$ cat src/hdl/hrbp_pkg.sv
`timescale 1ns / 1ps
// ----------------------------------------------------------------------------
// hrbp_pkg
// Shared constants, codes and character tables for the HTTP request byte
// parser.
// ----------------------------------------------------------------------------
package hrbp_pkg;

  // Width of the internal length accumulator.
  localparam int LENGTH_BITS = 32;
  localparam logic [LENGTH_BITS-1:0] LEN_MAX = '1;

  // Parse phases.
  localparam logic [3:0] PH_METHOD     = 4'd0;
  localparam logic [3:0] PH_PATH       = 4'd1;
  localparam logic [3:0] PH_QUERY      = 4'd2;
  localparam logic [3:0] PH_VERSION    = 4'd3;
  localparam logic [3:0] PH_LF         = 4'd4;
  localparam logic [3:0] PH_LINE_START = 4'd5;
  localparam logic [3:0] PH_LINE       = 4'd6;
  localparam logic [3:0] PH_BLANK_LF   = 4'd7;
  localparam logic [3:0] PH_BODY       = 4'd8;

  // Header value sub-phases.
  localparam logic [1:0] VP_NAME   = 2'd0;
  localparam logic [1:0] VP_SPACES = 2'd1;
  localparam logic [1:0] VP_DIGITS = 2'd2;
  localparam logic [1:0] VP_REST   = 2'd3;

  // Field tags.
  localparam logic [2:0] TAG_DELIM   = 3'd0;
  localparam logic [2:0] TAG_METHOD  = 3'd1;
  localparam logic [2:0] TAG_PATH    = 3'd2;
  localparam logic [2:0] TAG_QUERY   = 3'd3;
  localparam logic [2:0] TAG_VERSION = 3'd4;
  localparam logic [2:0] TAG_HNAME   = 3'd5;
  localparam logic [2:0] TAG_HVALUE  = 3'd6;
  localparam logic [2:0] TAG_BODY    = 3'd7;

  // Error codes.
  localparam logic [1:0] ERR_NONE     = 2'd0;
  localparam logic [1:0] ERR_VERSION  = 2'd1;
  localparam logic [1:0] ERR_NO_LF    = 2'd2;
  localparam logic [1:0] ERR_NO_COLON = 2'd3;

  // Characters.
  localparam logic [7:0] CH_CR    = 8'h0D;
  localparam logic [7:0] CH_LF    = 8'h0A;
  localparam logic [7:0] CH_SPACE = 8'h20;
  localparam logic [7:0] CH_QMARK = 8'h3F;
  localparam logic [7:0] CH_COLON = 8'h3A;
  localparam logic [7:0] CH_ZERO  = 8'h30;
  localparam logic [7:0] CH_NINE  = 8'h39;
  localparam logic [7:0] CH_UPPER_A = 8'h41;
  localparam logic [7:0] CH_UPPER_Z = 8'h5A;

  // Lengths of the matched strings.
  localparam logic [3:0] VER_LEN  = 4'd8;
  localparam logic [3:0] NAME_LEN = 4'd14;
  localparam logic [3:0] IDX_MAX  = 4'd15;

  localparam logic [63:0]  VER_A   = "HTTP/1.0";
  localparam logic [63:0]  VER_B   = "HTTP/1.1";
  localparam logic [111:0] CL_NAME = "content-length";

  // Character of "HTTP/1.0" at a position.
  function automatic logic [7:0] ver_a_char(input logic [2:0] idx);
    ver_a_char = VER_A[63 - 8 * idx -: 8];
  endfunction

  // Character of "HTTP/1.1" at a position.
  function automatic logic [7:0] ver_b_char(input logic [2:0] idx);
    ver_b_char = VER_B[63 - 8 * idx -: 8];
  endfunction

  // Character of the lower-case header name at a position below 14.
  function automatic logic [7:0] cl_char(input logic [3:0] idx);
    cl_char = CL_NAME[111 - 8 * idx -: 8];
  endfunction

  // ASCII lower-case fold.
  function automatic logic [7:0] lower_ascii(input logic [7:0] c);
    if (c >= CH_UPPER_A && c <= CH_UPPER_Z) begin
      lower_ascii = c + 8'd32;
    end else begin
      lower_ascii = c;
    end
  endfunction

endpackage

$ cat src/hdl/http_request_byte_parser.sv
`timescale 1ns / 1ps
// ----------------------------------------------------------------------------
// http_request_byte_parser
// Tags each byte of an HTTP request stream, checks the version, decodes the
// Content-Length header and flags framing errors.
// ----------------------------------------------------------------------------
// Usage:
//   Input channel: in_valid / in_ready with data_byte, one request byte per
//   item. Output channel: out_valid / out_ready with byte_out, field_tag,
//   message_complete, error_code and content_length, one result per item.
//   An item is taken into an input register; once the output register is free,
//   the parse logic updates the parser state and loads the output register.
//   Throughput is one item per cycle while the receiver keeps up: both
//   registers advance together, and the input register refills in the same
//   cycle that it drains.
//   When the receiver stalls, the output register holds its result, the
//   input register holds one more item, and in_ready falls until the output
//   drains; no item is lost or repeated.
//   Reset (rst, synchronous) empties both registers and returns the parser
//   to the start of a request with no error and zero length. An error stays
//   in error_code until reset; a request with no body returns the parser to
//   its start state on the final blank-line LF.
// ----------------------------------------------------------------------------
module http_request_byte_parser (
  input  logic                         clk,
  input  logic                         rst,
  input  logic                         in_valid,
  output logic                         in_ready,
  input  logic [7:0]                   data_byte,
  output logic                         out_valid,
  input  logic                         out_ready,
  output logic [7:0]                   byte_out,
  output logic [2:0]                   field_tag,
  output logic                         message_complete,
  output logic [1:0]                   error_code,
  output logic [31:0]                  content_length
);
  import hrbp_pkg::*;

  // Input register.
  logic       in_full;
  logic [7:0] in_byte;

  // Parser state.
  logic [3:0]             parse_phase;
  logic                   skip_next;
  logic [3:0]             version_index;
  logic [1:0]             version_match;
  logic [3:0]             name_index;
  logic                   name_match;
  logic [1:0]             value_phase;
  logic [LENGTH_BITS-1:0] length_value;
  logic [1:0]             sticky_error;

  logic [3:0]             parse_phase_next;
  logic                   skip_next_next;
  logic [3:0]             version_index_next;
  logic [1:0]             version_match_next;
  logic [3:0]             name_index_next;
  logic                   name_match_next;
  logic [1:0]             value_phase_next;
  logic [LENGTH_BITS-1:0] length_value_next;
  logic [1:0]             sticky_error_next;

  logic [2:0]             tag;
  logic                   done;
  logic                   restart;

  // Digit accumulation: length * 10 + digit, with saturation.
  logic [LENGTH_BITS+3:0] len_times_ten;
  logic [LENGTH_BITS+3:0] len_sum;
  logic [LENGTH_BITS-1:0] len_acc;
  logic                   is_digit;
  logic                   nm_colon;

  logic advance;

  // The input register moves to the output whenever the output is free.
  assign advance  = in_full && (!out_valid || out_ready);
  assign in_ready = !in_full || advance;

  assign len_times_ten = ({4'd0, length_value} << 3) + ({4'd0, length_value} << 1);
  assign len_sum       = len_times_ten + (LENGTH_BITS + 4)'(in_byte - CH_ZERO);
  assign len_acc       = (len_sum > {4'd0, LEN_MAX}) ? LEN_MAX : len_sum[LENGTH_BITS-1:0];
  assign is_digit      = (in_byte >= CH_ZERO) && (in_byte <= CH_NINE);
  assign nm_colon      = name_match && (name_index == NAME_LEN);

  // Per-byte parse step.
  always_comb begin
    parse_phase_next   = parse_phase;
    skip_next_next     = skip_next;
    version_index_next = version_index;
    version_match_next = version_match;
    name_index_next    = name_index;
    name_match_next    = name_match;
    value_phase_next   = value_phase;
    length_value_next  = length_value;
    sticky_error_next  = sticky_error;
    tag                = TAG_DELIM;
    done               = 1'b0;
    restart            = 1'b0;

    if (sticky_error != ERR_NONE) begin
      // Every byte is ignored after an error.
    end else if (skip_next) begin
      skip_next_next = 1'b0;
    end else begin
      case (parse_phase)
        PH_METHOD: begin
          if (in_byte == CH_SPACE) begin
            skip_next_next   = 1'b1;
            parse_phase_next = PH_PATH;
          end else begin
            tag = TAG_METHOD;
          end
        end
        PH_PATH: begin
          if (in_byte == CH_QMARK) begin
            parse_phase_next = PH_QUERY;
          end else if (in_byte == CH_SPACE) begin
            parse_phase_next = PH_VERSION;
          end else begin
            tag = TAG_PATH;
          end
        end
        PH_QUERY: begin
          if (in_byte == CH_SPACE) begin
            parse_phase_next = PH_VERSION;
          end else begin
            tag = TAG_QUERY;
          end
        end
        PH_VERSION: begin
          if (in_byte == CH_CR) begin
            if (version_index == VER_LEN && version_match != 2'b00) begin
              parse_phase_next = PH_LF;
            end else begin
              sticky_error_next = ERR_VERSION;
            end
          end else begin
            // Track both acceptable versions in parallel.
            if (version_index < VER_LEN) begin
              version_match_next = version_match
                & {in_byte == ver_b_char(version_index[2:0]),
                   in_byte == ver_a_char(version_index[2:0])};
            end else begin
              version_match_next = 2'b00;
            end
            if (version_index < IDX_MAX) begin
              version_index_next = version_index + 4'd1;
            end
            tag = TAG_VERSION;
          end
        end
        PH_LF: begin
          if (in_byte != CH_LF) begin
            sticky_error_next = ERR_NO_LF;
          end else begin
            name_index_next  = 4'd0;
            name_match_next  = 1'b1;
            value_phase_next = VP_NAME;
            parse_phase_next = PH_LINE_START;
          end
        end
        PH_LINE_START, PH_LINE: begin
          if (parse_phase == PH_LINE_START && in_byte == CH_CR) begin
            parse_phase_next = PH_BLANK_LF;
          end else if (in_byte == CH_CR) begin
            if (value_phase == VP_NAME) begin
              sticky_error_next = ERR_NO_COLON;
            end else begin
              parse_phase_next = PH_LF;
            end
          end else begin
            parse_phase_next = PH_LINE;
            if (value_phase == VP_NAME) begin
              // Header name: match against the length header name.
              if (in_byte == CH_COLON) begin
                name_match_next  = nm_colon;
                if (nm_colon) begin
                  length_value_next = '0;
                end
                value_phase_next = VP_SPACES;
              end else begin
                if (name_index >= NAME_LEN ||
                    lower_ascii(in_byte) != cl_char(name_index)) begin
                  name_match_next = 1'b0;
                end
                if (name_index < IDX_MAX) begin
                  name_index_next = name_index + 4'd1;
                end
                tag = TAG_HNAME;
              end
            end else if (value_phase == VP_SPACES && in_byte == CH_SPACE) begin
              // Spaces after the colon are delimiters.
            end else begin
              // Header value; leading digits build the length.
              if (value_phase == VP_SPACES) begin
                value_phase_next = VP_DIGITS;
              end
              if ((value_phase == VP_SPACES || value_phase == VP_DIGITS) && name_match) begin
                if (is_digit) begin
                  length_value_next = len_acc;
                end else begin
                  value_phase_next = VP_REST;
                end
              end
              tag = TAG_HVALUE;
            end
          end
        end
        PH_BLANK_LF: begin
          if (in_byte != CH_LF) begin
            sticky_error_next = ERR_NO_LF;
          end else if (length_value == '0) begin
            done    = 1'b1;
            restart = 1'b1;
          end else begin
            parse_phase_next = PH_BODY;
          end
        end
        PH_BODY: begin
          tag  = TAG_BODY;
          done = 1'b1;
        end
        default: begin
        end
      endcase
    end
  end

  // Input register control.
  always_ff @(posedge clk) begin
    if (rst) begin
      in_full <= 1'b0;
    end else if (in_ready) begin
      in_full <= in_valid;
    end
  end

  always_ff @(posedge clk) begin
    if (in_valid && in_ready) begin
      in_byte <= data_byte;
    end
  end

  // Output register control.
  always_ff @(posedge clk) begin
    if (rst) begin
      out_valid <= 1'b0;
    end else if (advance) begin
      out_valid <= 1'b1;
    end else if (out_ready) begin
      out_valid <= 1'b0;
    end
  end

  always_ff @(posedge clk) begin
    if (advance) begin
      byte_out         <= in_byte;
      field_tag        <= tag;
      message_complete <= done;
      error_code       <= sticky_error_next;
      content_length   <= 32'(length_value_next);
    end
  end

  // Parser state update, one byte per advance.
  always_ff @(posedge clk) begin
    if (rst || (advance && restart)) begin
      parse_phase   <= PH_METHOD;
      skip_next     <= 1'b0;
      version_index <= 4'd0;
      version_match <= 2'b11;
      name_index    <= 4'd0;
      name_match    <= 1'b1;
      value_phase   <= VP_NAME;
      length_value  <= '0;
      sticky_error  <= ERR_NONE;
    end else if (advance) begin
      parse_phase   <= parse_phase_next;
      skip_next     <= skip_next_next;
      version_index <= version_index_next;
      version_match <= version_match_next;
      name_index    <= name_index_next;
      name_match    <= name_match_next;
      value_phase   <= value_phase_next;
      length_value  <= length_value_next;
      sticky_error  <= sticky_error_next;
    end
  end

endmodule

$ cat config.mk
export PLATFORM = sky130hd
export DESIGN_NAME = http_request_byte_parser
export DESIGN_NICKNAME = d
export VERILOG_FILES = /design/src/hdl/hrbp_pkg.sv /design/src/hdl/http_request_byte_parser.sv
export SDC_FILE = /design/constraint.sdc
export NUM_CORES = 1
export LEC_CHECK = 0
export BUFFER_PORTS_ARGS = -buffer_cell sky130_fd_sc_hd__buf_4
export CORE_ASPECT_RATIO = 0.5
export CORE_MARGIN = 4
export CORE_UTILIZATION = 57
export CTS_BUF_LIST = sky130_fd_sc_hd__clkbuf_4
export DETAILED_ROUTE_END_ITERATION = 12
export PLACE_DENSITY = 0.85
export SETUP_SLACK_MARGIN = 0.2
export SLEW_MARGIN = 5
export SYNTH_ARGS = -nofsm -noshare
export SYNTH_HDL_FRONTEND = slang
export SYNTH_SLANG_ARGS = --single-unit
$ cat constraint.sdc
create_clock -name clk -period 6.6 [get_ports clk]
set_input_delay 1.32 -clock clk [delete_from_list [all_inputs] [get_ports clk]]
set_output_delay 1.32 -clock clk [all_outputs]
set_load 0.02 [all_outputs]
==> results.sh <==
export IMPL_status="finished clean"
export IMPL_num_vias=7748
export IMPL_p_switching_uw=374
export IMPL_setup_viol=0
export IMPL_clkPwrFrac_pct=29.2
export IMPL_clock_latency_ns=0.48
export IMPL_yosysTopAreaCellShare_pct=19.4
export IMPL_post_place_ws_ns=1.49
export IMPL_start_util_pct=59.9
export IMPL_postCtsSetupRepairBufs=0
export IMPL_path_clk_slew_ns=0.18
export IMPL_slew_violations=0
export IMPL_synth_most_common_cell="nand2_1"
export IMPL_ios=60
export IMPL_die_y_um=93.7
export IMPL_synth_nets=1057
export IMPL_pwr_share_seq_pct=57.3
export IMPL_layout_nets=1078
export IMPL_first_global_vias=7176
export IMPL_grt_start_max_net_pins=52
export IMPL_crit_required_ns=6.84
export IMPL_yosysTopAreaCell="edfxtp_1"
export IMPL_synth_xor_area_share_pct=4.19
export IMPL_synth_simple_area_share_pct=19.5
export IMPL_area_growth_syn_to_layout_pct=7.70
export IMPL_cts_hold_buf=0
export IMPL_muxShareOfSynthArea_pct=0.478
export IMPL_grt_usage_pct=28.2
export IMPL_io_buffer_count=59
export IMPL_cts_tree="yes"
export IMPL_antenna_found_initial=0
export IMPL_cts_htree_levels=3
export IMPL_ys_seq_area_share_pct=32.3
export IMPL_synth_area_sq_mm=0.00837
export IMPL_antenna_cells=0
export IMPL_finalNonFillerCells=1178
export IMPL_synthAdderAreaFrac_pct=15.6
export IMPL_core_area_sq_mm=0.0140
export IMPL_netlist_instances=960
export IMPL_postLayoutSetupSlackWorst_ns=1.36
export IMPL_post_cts_resize_count=0
export IMPL_start_kind="register"
export IMPL_rsz0062_at_grt="false"
export IMPL_yosysUniqueCellTypes=74
export IMPL_worst_pin_slew_ns=1.30
export IMPL_avgSynthCellArea_sq_um=8.72
export IMPL_drv_cap=0
export IMPL_min_period_over_period_pct=79.5
export IMPL_drcViolationCount=0
export IMPL_die_w_um=179
export IMPL_critPathMaxFanout=18
export IMPL_ir_drop_v=0.0000990
export IMPL_p_leak_nw=3.61
export IMPL_synth_compound_area_share_pct=23.9
export IMPL_clockBufferDepth=2
export IMPL_clock_skew_ns=0.0146
export IMPL_gp_congestion=0.956
export IMPL_fin_setup_tns_ns=0
export IMPL_synth_top_family_by_area="compound AO/OA/AOI/OAI gates"
export IMPL_drive_gt1_share_pct=11.8
export IMPL_register_area_sq_mm=0.00270
export IMPL_cp_arrival_ns=5.49
export IMPL_relSlewSlack_pct=13.0
export IMPL_hold_path_class="reg2reg"
export IMPL_ys_ff_latch=108
export IMPL_power_mw=1.28
export IMPL_power_share_switching_pct=29.1
export IMPL_routed_via_density=6.58
export IMPL_fillers=1168
export IMPL_grt_overflow_total=0
export IMPL_postRouteWirelength_mm=23.2
export IMPL_cts_sinks=108
export IMPL_synthTopCellsByCount="nand2_1, o21ai_0, a21oi_1"
export IMPL_die_area_sq_mm=0.0168
export IMPL_ant_nets=0
export IMPL_finalHoldViolCount=0
export IMPL_dp_cells=1162
export IMPL_firstDrtPassIters=6
export IMPL_numCtsBuffers=9
export IMPL_p_int_uw=910
export IMPL_hpwl_mm=17.4
export IMPL_comb_power_share_pct=13.5
export IMPL_synth_ff_type="edfxtp_1"
export IMPL_end_kind="register"
export IMPL_grt_pass1_wl_mm=37.8
export IMPL_power_density_mw_per_mm2=142
export IMPL_clockRootBuffer="clkbuf_4"
export IMPL_finalCriticalPeriod_ns=5.24
export IMPL_multi_input_area_sq_mm=0.00535
export IMPL_synth_edf_count=54
export IMPL_fp_row_count=30
export IMPL_path_class="reg2reg"
export IMPL_async_flop_share_pct=0
export IMPL_max_freq_mhz=191
export IMPL_synthTopCellsByArea="edfxtp_1, dfxtp_1, ha_1, fa_1, o21ai_0"
export IMPL_drt_wirelength_per_cell_um=19.7
export IMPL_dr_first_iter_drc_count=852
export IMPL_yosys_warnings=0
state kept, by name, indices dropped and copies added (netlist names):
name	count
field_tag	3
content_length	32
version_index	4
value_phase	2
error_code	2
parse_phase	4
message_complete	1
skip_next	1
in_full	1
name_index	4
version_match	2
byte_out	8
in_byte	8
length_value	32
out_valid	1
name_match	1
sticky_error	2
metrics by stage:
step,hold WS (ns),util [%],area [sq um]
2_1_floorplan,0.421,-,8380
3_3_place_gp,0.439,63.4,8860
3_5_place_dp,0.448,63.4,8860
4_1_cts,0.487,64.6,9010
5_1_grt,0.510,64.6,9010
6_report,0.487,64.6,9010
path summary, 6_finish.rpt:
kind,startpoint,to,slack [ns],cells past startpoint
min,version_match[0],version_match[0],0.49,1
min reg2reg,version_match[0],version_match[0],0.49,1
max,in_byte[5],content_length[0],1.36,15
max reg2reg,in_byte[5],content_length[0],1.36,15
worst max-delay path, stage by stage, from the launching register on:
cell and delay [ns]:
edfxtp_1 0.58, ha_1 0.36, nor3_4 0.25, buf_4 0.35
fa_1 0.48, ha_1 0.41, a21oi_1 0.28, o21a_1 0.16
nor3_1 0.05, a211oi_1 0.46, o21ai_0 0.17, nor3_1 0.31
o211ai_2 0.30, buf_4 0.31, o311ai_0 0.41, nand2_1 0.10
kinds of logic after synthesis:
family / after synthesis
flops: 108
xor+xnor: 40
buf+inv: 78
fa+ha+maj: 86
simple gates: 335
mux: 4
compound gates: 309
layout make-up:
class                      count  area share (%)
timing repair buffer          64            5.33
tap                          192            2.66
clock inverter                 6           0.902
inverter                      24           0.999
sequential                   108            30.0
multi-input combinational    774            59.3
clock buffer                  10           0.833
power by group through the flow:
stage / Sequential (mW) / Clock, mW / Combinational (mW)
floorplan: 0.760 / 0 / 0.0985
global placement: 0.749 / 0 / 0.165
detailed placement: 0.750 / 0 / 0.169
CTS: 0.735 / 0.379 / 0.170
global route: 0.737 / 0.413 / 0.187
finish: 0.735 / 0.375 / 0.174
layout by cell type (no fill, tap or decap), types with 6 or more instances in the layout:
cell      synthesis  layout
and2_1           10      10
fa_1             31      31
buf_4             1      64
a22o_2            7       7
o211ai_1          7       7
xnor2_1          23      23
nand2_1         106     106
o21ai_0          91      91
ha_1             54      54
a31oi_1           9       9
dfxtp_1          54      54
nor2_1           72      72
nand2b_1         12      12
o21ai_1           6       6
o21bai_1          8       8
clkbuf_4          0      10
and3_1           10      10
nor3_1           24      23
inv_1            24      23
edfxtp_1         54      54
or3_1             8       8
o31ai_1           7       7
a21o_2            8       8
nand3_1          29      29
a21oi_1          73      73
a21o_1           14      14
a211oi_1          6       6
nor2b_1           7       7
o21a_1           16      16
nor4_1           18      17
xor2_1           17      17
nand4_1          13      13
routing by layer:
metal  wire, um  part of all wire (%)  global-route usage [%]
met5          0                     0                       0
met2      10300                    44                    43.1
met4        380                   1.6                    6.71
met1      10400                    45                    41.0
met3       2100                   9.1                    5.87
(Power assumes the default switching activity.)
